--- src/hdl/iqbsu_pkg.sv ---
package iqbsu_pkg;

  localparam int OUT_BITS_DEF     = 16;
  localparam int OUT_BITS_WIDE    = 24;

  localparam int DATA_W           = 8;
  localparam int CBYTES_W         = 3;
  localparam int POS_W            = 2;
  localparam int PART_W           = 24;
  localparam int SAMPLE_W         = 32;

  localparam logic [CBYTES_W-1:0] CBYTES_RST = 3'd1;
  localparam logic [CBYTES_W-1:0] CBYTES_8   = 3'd1;
  localparam logic [CBYTES_W-1:0] CBYTES_16  = 3'd2;
  localparam logic [CBYTES_W-1:0] CBYTES_24  = 3'd3;
  localparam logic [CBYTES_W-1:0] CBYTES_32  = 3'd4;

  typedef logic signed [SAMPLE_W-1:0] sample_t;

endpackage

--- src/hdl/iq_byte_stream_sample_unpacker_top.sv ---
// IQ byte stream sample unpacker.
// Input channel (in_valid/in_ready): one stream byte per request, with
// in_last_byte marking the final byte of a batch. Bytes gather little endian
// into components of cfg_wr_data bytes (1..4; other values drop all bytes).
// Output channel (out_valid/out_ready): one signed component, scaled to
// OUT_BITS (16 or 24), alternating I then Q, with out_last_sample set when
// the completing byte carried the batch mark.
// Configuration: cfg_wr_en writes the component size and restarts assembly
// at an I component; write only while the block is idle.
// Output: a result is registered and appears in the cycle after its completing byte is taken.
// Throughput: one byte per cycle, set by the single output register; a byte
// is still taken while a result waits, as long as out_ready is high or the
// output register is empty.
// Stall: with out_valid high and out_ready low, the result holds and
// in_ready drops until it is taken.
// Reset (rst_n low, synchronous): size 1 byte, assembly cleared, next
// component is I, output empty.
module iq_byte_stream_sample_unpacker_top #(
  parameter int OUT_BITS = iqbsu_pkg::OUT_BITS_DEF
) (
  input  logic                                clk,
  input  logic                                rst_n,
  input  logic                                cfg_wr_en,
  input  logic [iqbsu_pkg::CBYTES_W-1:0]      cfg_wr_data,
  input  logic                                in_valid,
  output logic                                in_ready,
  input  logic [iqbsu_pkg::DATA_W-1:0]        in_data_byte,
  input  logic                                in_last_byte,
  output logic                                out_valid,
  input  logic                                out_ready,
  output logic signed [iqbsu_pkg::SAMPLE_W-1:0] out_sample_value,
  output logic                                out_is_quadrature,
  output logic                                out_last_sample
);
  import iqbsu_pkg::*;

  localparam bit WIDE = (OUT_BITS == OUT_BITS_WIDE);

  logic [CBYTES_W-1:0] cbytes_r;
  logic [POS_W-1:0]    pos_r,  pos_nxt;
  logic [PART_W-1:0]   part_r, part_nxt;
  logic                quad_r, quad_nxt;
  logic                out_valid_r, out_valid_nxt;
  sample_t             sample_r, sample_nxt;
  logic                oquad_r, olast_r;

  logic                in_fire, width_ok, complete;
  logic [SAMPLE_W-1:0] word;
  logic [CBYTES_W-1:0] pos_inc;
  logic signed [7:0]   s8;
  logic signed [15:0]  s16_lo, s16_hi;
  logic signed [23:0]  s24;

  assign in_ready = !out_valid_r || out_ready;
  assign in_fire  = in_valid && in_ready;

  assign width_ok = (cbytes_r != '0) && (cbytes_r <= CBYTES_32);
  assign pos_inc  = {1'b0, pos_r} + CBYTES_W'(1);
  assign complete = width_ok && (pos_inc >= cbytes_r);

  // new byte placed at its little-endian slot
  assign word = {8'd0, part_r} | (SAMPLE_W'(in_data_byte) << {pos_r, 3'b000});

  assign s8     = {~word[7], word[6:0]};
  assign s16_lo = word[15:0];
  assign s16_hi = word[23:8];
  assign s24    = word[23:0];

  always_comb begin
    case (cbytes_r)
      CBYTES_8:  sample_nxt = WIDE ? (sample_t'(s8) <<< 16) : (sample_t'(s8) <<< 8);
      CBYTES_16: sample_nxt = WIDE ? (sample_t'(s16_lo) <<< 8) : sample_t'(s16_lo);
      CBYTES_24: sample_nxt = WIDE ? sample_t'(s24) : sample_t'(s16_hi);
      CBYTES_32: sample_nxt = WIDE ? sample_t'(word) : sample_t'(s16_hi);
      default:   sample_nxt = '0;
    endcase
  end

  always_comb begin
    pos_nxt       = pos_r;
    part_nxt      = part_r;
    quad_nxt      = quad_r;
    out_valid_nxt = out_valid_r && !out_ready;
    if (cfg_wr_en) begin
      pos_nxt  = '0;
      part_nxt = '0;
      quad_nxt = 1'b0;
    end else if (in_fire && width_ok) begin
      if (complete) begin
        pos_nxt       = '0;
        part_nxt      = '0;
        quad_nxt      = !quad_r;
        out_valid_nxt = 1'b1;
      end else begin
        pos_nxt  = pos_inc[POS_W-1:0];
        part_nxt = word[PART_W-1:0];
      end
    end
  end

  always_ff @(posedge clk) begin
    if (!rst_n) begin
      cbytes_r    <= CBYTES_RST;
      pos_r       <= '0;
      part_r      <= '0;
      quad_r      <= 1'b0;
      out_valid_r <= 1'b0;
    end else begin
      if (cfg_wr_en) begin
        cbytes_r <= cfg_wr_data;
      end
      pos_r       <= pos_nxt;
      part_r      <= part_nxt;
      quad_r      <= quad_nxt;
      out_valid_r <= out_valid_nxt;
    end
  end

  always_ff @(posedge clk) begin
    if (in_fire && complete && !cfg_wr_en) begin
      sample_r <= sample_nxt;
      oquad_r  <= quad_r;
      olast_r  <= in_last_byte;
    end
  end

  assign out_valid         = out_valid_r;
  assign out_sample_value  = sample_r;
  assign out_is_quadrature = oquad_r;
  assign out_last_sample   = olast_r;

`ifndef SYNTHESIS
  a_pos_below_size: assert property (@(posedge clk) disable iff (!rst_n)
    width_ok |-> ({1'b0, pos_r} < cbytes_r))
    else $error("byte position reached component size");

  a_complete_emits: assert property (@(posedge clk) disable iff (!rst_n)
    (in_fire && complete && !cfg_wr_en) |=>
      (out_valid && out_is_quadrature == !quad_r && pos_r == '0))
    else $error("completed component not presented");

  a_partial_keeps_iq: assert property (@(posedge clk) disable iff (!rst_n)
    (in_fire && !complete && !cfg_wr_en) |=> $stable(quad_r))
    else $error("I/Q toggled without a completed component");

  a_cfg_restarts: assert property (@(posedge clk) disable iff (!rst_n)
    cfg_wr_en |=> (pos_r == '0 && part_r == '0 && !quad_r))
    else $error("size write did not restart assembly");
`endif

endmodule

--- config.mk ---
export PLATFORM = sky130hd
export DESIGN_NAME = iq_byte_stream_sample_unpacker_top
export DESIGN_NICKNAME = d
export VERILOG_FILES = /design/src/hdl/iqbsu_pkg.sv /design/src/hdl/iq_byte_stream_sample_unpacker_top.sv
export SDC_FILE = /design/constraint.sdc
export NUM_CORES = 1
export LEC_CHECK = 0
export ABC_AREA = 0
export BUFFER_PORTS_ARGS = -buffer_cell sky130_fd_sc_hd__buf_2
export CAP_MARGIN = 5
export CORE_MARGIN = 2
export CORE_UTILIZATION = 54
export DETAILED_ROUTE_END_ITERATION = 7
export PLACE_DENSITY = 0.85
export SYNTH_ARGS = -nofsm -noshare
export SYNTH_HDL_FRONTEND = slang
export SYNTH_SLANG_ARGS = --single-unit
export TNS_END_PERCENT = 50
--- constraint.sdc ---
create_clock -name clk -period 2.9 [get_ports clk]
set_clock_uncertainty 0.1 [all_clocks]
set_input_delay 0.725 -clock clk [delete_from_list [all_inputs] [get_ports clk]]
set_output_delay 0.725 -clock clk [all_outputs]
set_load 0.1 [all_outputs]
; ---- After elaboration in Yosys (flattened, before gate mapping)
; Cells that the tools add are included.
[classes]
mul = 0
n_addsub = 1
shifts = 1
muxes = 6
div_mod_pow = 0
magnitude_cmp = 2
reduce_logical = 16
bitwise = 3
eq_ne = 4
[ops]
columns = op, n
row1 = case mux 32 bit (3 select lines), 1
row2 = 2-to-1 mux 24 bit, 1
row3 = bitwise OR 24 bit, 1
row4 = << shifter 8 x 5 -> 24 bit, 1
row5 = logical AND 1 bit, 7
row6 = "equality test 3 x 2 -> 1 bit, second input constant", 2
row7 = zero test 1 bit, 4
row8 = OR reduction 2 bit, 2
row9 = "adder 2 x 1 -> 3 bit, second input constant", 1
row10 = "equality test 3 x 1 -> 1 bit, second input constant", 1
row11 = "equality test 3 bit, second input constant", 1
row12 = greater-or-equal comparator 3 bit, 1
row13 = "less-or-equal comparator 3 bit, second input constant", 1
row14 = 2-to-1 mux 1 bit, 3
row15 = nonzero test 3 bit, 1
row16 = 2-to-1 mux 2 bit, 1
row17 = inverter 1 bit, 2
row18 = AND reduction 2 bit, 1
row19 = logical OR 1 bit, 1
[totals]
output_inout_bits = 36
mem_count = 0
latchBits = 0
in_bits = 17
ramBits = 0
reg_bits = 65
word_cells = 41
mem_bits_ro = 0

; ---- Logic depth before layout (Yosys ltp)
[logic_depth]
ltp_word = 6
mapped_depth = 8

; ---- Worst setup path before layout
; OpenSTA, ideal clock, no wires.
[synth_path]
kind = flip-flop to flip-flop
from = reg out_valid_r, in the netlist out_valid
to = reg oquad_r, in the netlist out_is_quadrature (enable)
stages_incl_launch_ff = 6
path_buffers = 1
period_less_slack_ns = 2.858
arrival_time_ns = 2.366
path_slack_ns = 0.042
path_cell_list = dfxtp_1 nor2b_1 clkbuf_1 a211oi_1 nand2b_1 nor2_1
[synth_between]
elab_chain_len = 5
[synth_lines]
columns = element, line
row1 = "start, declared", iq_byte_stream_sample_unpacker_top.sv:43  ; logic out_valid_r, out_valid_nxt;
row2 = "start signal, assigned", iq_byte_stream_sample_unpacker_top.sv:115  ; out_valid_r <= out_valid_nxt;
row3 = zero test 1 bit, iq_byte_stream_sample_unpacker_top.sv:54  ; assign in_ready = !out_valid_r || out_ready;
row4 = logical OR 1 bit, iq_byte_stream_sample_unpacker_top.sv:54
row5 = logical AND 1 bit, iq_byte_stream_sample_unpacker_top.sv:55  ; assign in_fire = in_valid && in_ready;
row6 = logical AND 1 bit (2 in a row), iq_byte_stream_sample_unpacker_top.sv:120  ; if (in_fire && complete && !cfg_wr_en) begin
row7 = "end signal, assigned", iq_byte_stream_sample_unpacker_top.sv:122  ; oquad_r <= quad_r;
row8 = "end, declared", iq_byte_stream_sample_unpacker_top.sv:45  ; logic oquad_r, olast_r;
; No other way between the ends.
; A chain may end at the register's enable or synchronous reset.

; ---- Final worst setup path
[layout_path]
from = reg pos_r[0]
to = reg sample_r[5], in the netlist out_sample_value[5] (enable)
[layout_between]
elab_chain_len = 5
[layout_lines]
columns = element, line
row1 = "start, declared", iq_byte_stream_sample_unpacker_top.sv:40  ; logic [POS_W-1:0] pos_r, pos_nxt;
row2 = "start signal, assigned", iq_byte_stream_sample_unpacker_top.sv:112  ; pos_r <= pos_nxt;
row3 = adder 2 x 1 -> 3 bit, iq_byte_stream_sample_unpacker_top.sv:58  ; assign pos_inc = {1'b0, pos_r} + CBYTES_W'(1);
row4 = greater-or-equal comparator 3 bit, iq_byte_stream_sample_unpacker_top.sv:59  ; assign complete = width_ok && (pos_inc >= cbytes_r);
row5 = logical AND 1 bit, iq_byte_stream_sample_unpacker_top.sv:59
row6 = logical AND 1 bit (2 in a row), iq_byte_stream_sample_unpacker_top.sv:120
row7 = "end signal, assigned", iq_byte_stream_sample_unpacker_top.sv:121  ; sample_r <= sample_nxt;
row8 = "end, declared", iq_byte_stream_sample_unpacker_top.sv:44  ; sample_t sample_r, sample_nxt;
; No other way between the ends.

==> results.toml <==
[run_status]
outcome = "finished, final reports clean"

[cells_and_area]
final_nets = 304
fill_cells = 361
drive_gt1_share_pct = 27.46
regArea_um2 = 1161
final_area_um2 = 2715
diodes = 0
area_growth_pct = 9.818
multi_input_area_um2 = 1102

[global_routing]
grt_use_total_pct = 20.92
grt.overflow.total = 0
grt_pass1_vias = 1689
antenna_found_initial = 0
grt_max_degree = 25
grt_pass1_wl_mm = 8.280

[clock_network]
cts_setup_buffers = 0
clk_pin_slew_ns = 0.09
cts_num_sinks = 49
cts_buffers = 5
clock_latency_ns = 0.31
cts_buffer_depth = 2
htree_levels = 2
cts_tree = "built"
post_cts_resized = 0
holdBufCountCts = 0
cts_root_buffer = "clkbuf_8"

[power]
vdd_drop_max_uv = 237.1
power_w = 0.001506
p_leak_nw = 0.9926
p_per_area_nw_per_um2 = 554.8

[detailed_routing]
ant_nets = 0
firstDrtPassIters = 4
wl_per_cell_um = 15.13
vias_per_cell = 5.857
drc = 0
wl_mm = 5.084
drt_iter0_markers = 199
vias = 1968

[placement]
dpl_worst_slack_ns = 0.3187
portBuffers = 52
placed_cell_area_um2 = 2626
hpwlAfterDp_mm = 3.808
gp_congestion = 0.8349

[logic_synthesis]
ys.flop_type = "dfxtp_1"
ys_warn_count = 0
synth_area_leaders = "dfxtp_1 (25%), edfxtp_1 (22%), a21oi_1 (12%)"
synth_nets = 271
synth-edff-count = 18
synth-seq-area-share_pct = 46.96
synth-seq-cells = 49
synthSimpleGateAreaFrac_pct = 11.54
synth_top_area_cell = "dfxtp_1"
synth-compound-area-share_pct = 22.52
yosys.area_share.adder_pct = 2.024
post_synth.cell_area_avg_um2 = 9.889
synth.distinct_cells = 34
synthCells = 250
synthesis.area_um2 = 2472
async_reset_ff_share_pct = 0
synth_xor_area_share_pct = 0.3543
netlist.area_leader.share_pct = 25.10
synth_top_family_by_area = "compound AO/OA/AOI/OAI gates"
synthMuxAreaShare_pct = 8.148

[setup_path]
cp-end-kind = "flop"
critPathKind = "reg2reg"
worstPathRequired_ns = 2.86
worst_setup_path_start_kind = "flop"
critPathMaxFanout = 18
worst_ep_arrival_time_ns = 2.56

[worst_hold_path]
hold_path.class = "reg2reg"

[timing]
rsz0062_at_grt = "no"
clock.fmax_ghz = 0.3845
hold_violations = 0
timing.final.ws_setup_ns = 0.2993
drv_slew = 0
finalSetupViolations = 0
hold_slack_ns = 0.3671
worstMarginPinSlew_ns = 0.7127
fin_crit_sh_pct = 89.68
finalSetupTns_ns = 0
finalCriticalPeriod_ns = 2.601
slew_headroom_pct = 52.39

[floorplan]
dieArea_um2 = 5136
fp-row-count = 24
die_x_um = 71.67
dieHeight_um = 71.67
start_util_pct = 56.39
core_area_um2 = 4384
pin_count = 53

[flow_run]
drv_cap = 0
[final timing paths]
kind | cells after the start | to | from | slack [ns]
max | 7 | out_sample_value[5] | pos_r[0] | 0.30
min | 0 | out_is_quadrature | quad_r | 0.37
max reg2reg | 7 | out_sample_value[5] | pos_r[0] | 0.30
min reg2reg | 0 | out_is_quadrature | quad_r | 0.37
[registers in the layout, summed over array words and instances (netlist names)]
register	count
cbytes_r	3
out_is_quadrature	1
out_last_sample	1
out_sample_value	16
out_valid	1
part_r	24
pos_r	2
quad_r	1
[worst max-delay path, cell delays in order, from the launching register on]
cell and delay (ns):
dfxtp_1 0.63, ha_1 0.33, ha_1 0.19, a21o_1 0.15
a31oi_1 0.49, nand2b_1 0.21, nor2_1 0.05, buf_4 0.20
[cell usage in the layout, fill, tap and decap left out, types with 2 or more instances in the layout]
cell type	synthesis	layout
nor2b_1	5	5
nand2_1	7	7
o21ai_0	2	2
o22ai_1	16	16
nand3b_1	8	8
buf_2	1	52
ha_1	4	4
inv_1	4	4
edfxtp_1	18	18
dfxtp_1	31	31
nor2_1	27	27
a2111oi_4	3	3
or3_1	2	2
nand2b_1	5	5
mux2i_1	10	10
a21oi_1	58	58
clkbuf_8	0	5
mux2_2	9	9
buf_4	16	3
[cell families (layout without fill, tap and decap cells)]
kind of cell,Yosys count,count (layout)
buf+inv,33,67
xor+xnor,1,1
simple gates,57,57
fa+ha+maj,4,4
mux,19,19
flops,49,49
compound gates,87,87
[Yosys cell counts (all sizes together), types with 2 or more instances]
| library cell | count |
|---|---|
| o21ai | 2 |
| o22ai | 16 |
| nand2b | 5 |
| nand2 | 7 |
| mux2 | 9 |
| ha | 4 |
| o21bai | 2 |
| mux2i | 10 |
| clkbuf | 7 |
| buf | 22 |
| dfxtp | 31 |
| a21oi | 58 |
| nor2 | 27 |
| nand3b | 8 |
| inv | 4 |
| nor2b | 5 |
| edfxtp | 18 |
| or3 | 2 |
| a2111oi | 3 |
[per-layer routing]
layer | track usage [%] | wire (um) | share of wire [%] | up-vias
met5 | 0 | 0 | 0 | -
met2 | 29.22 | 2189 | 43 | 94
met1 | 30.20 | 2353 | 46 | 898
li1 | - | - | - | 966
met4 | 9.644 | 99 | 1.9 | 0
met3 | 5.626 | 442 | 8.7 | 10
[report_power, final]
| group | switching (W) | internal (W) | total (W) |
|---|---|---|---|
| logic | 0.000278 | 0.0000772 | 0.000355 |
| clock network | 0.000226 | 0.000172 | 0.000398 |
| registers | 0.0000177 | 0.000736 | 0.000754 |
| total | 0.000521 | 0.000985 | 0.00151 |
[through the flow]
step	util [%]	cells
6_report	61.93	336
4_1_cts	61.93	336
3_3_place_gp	59.90	328
3_5_place_dp	59.90	328
2_1_floorplan	-	250
5_1_grt	61.93	336
[layout make-up]
type                    count  share of cell area, %
inverters                   4                 0.5530
clock buffers               5                  2.535
multi-input cells         168                  40.60
well taps                  52                  2.396
repair buffers             55                  10.41
flip-flops and latches     49                  42.76
clock inverters             3                 0.7373
(Power assumes the default switching activity.)
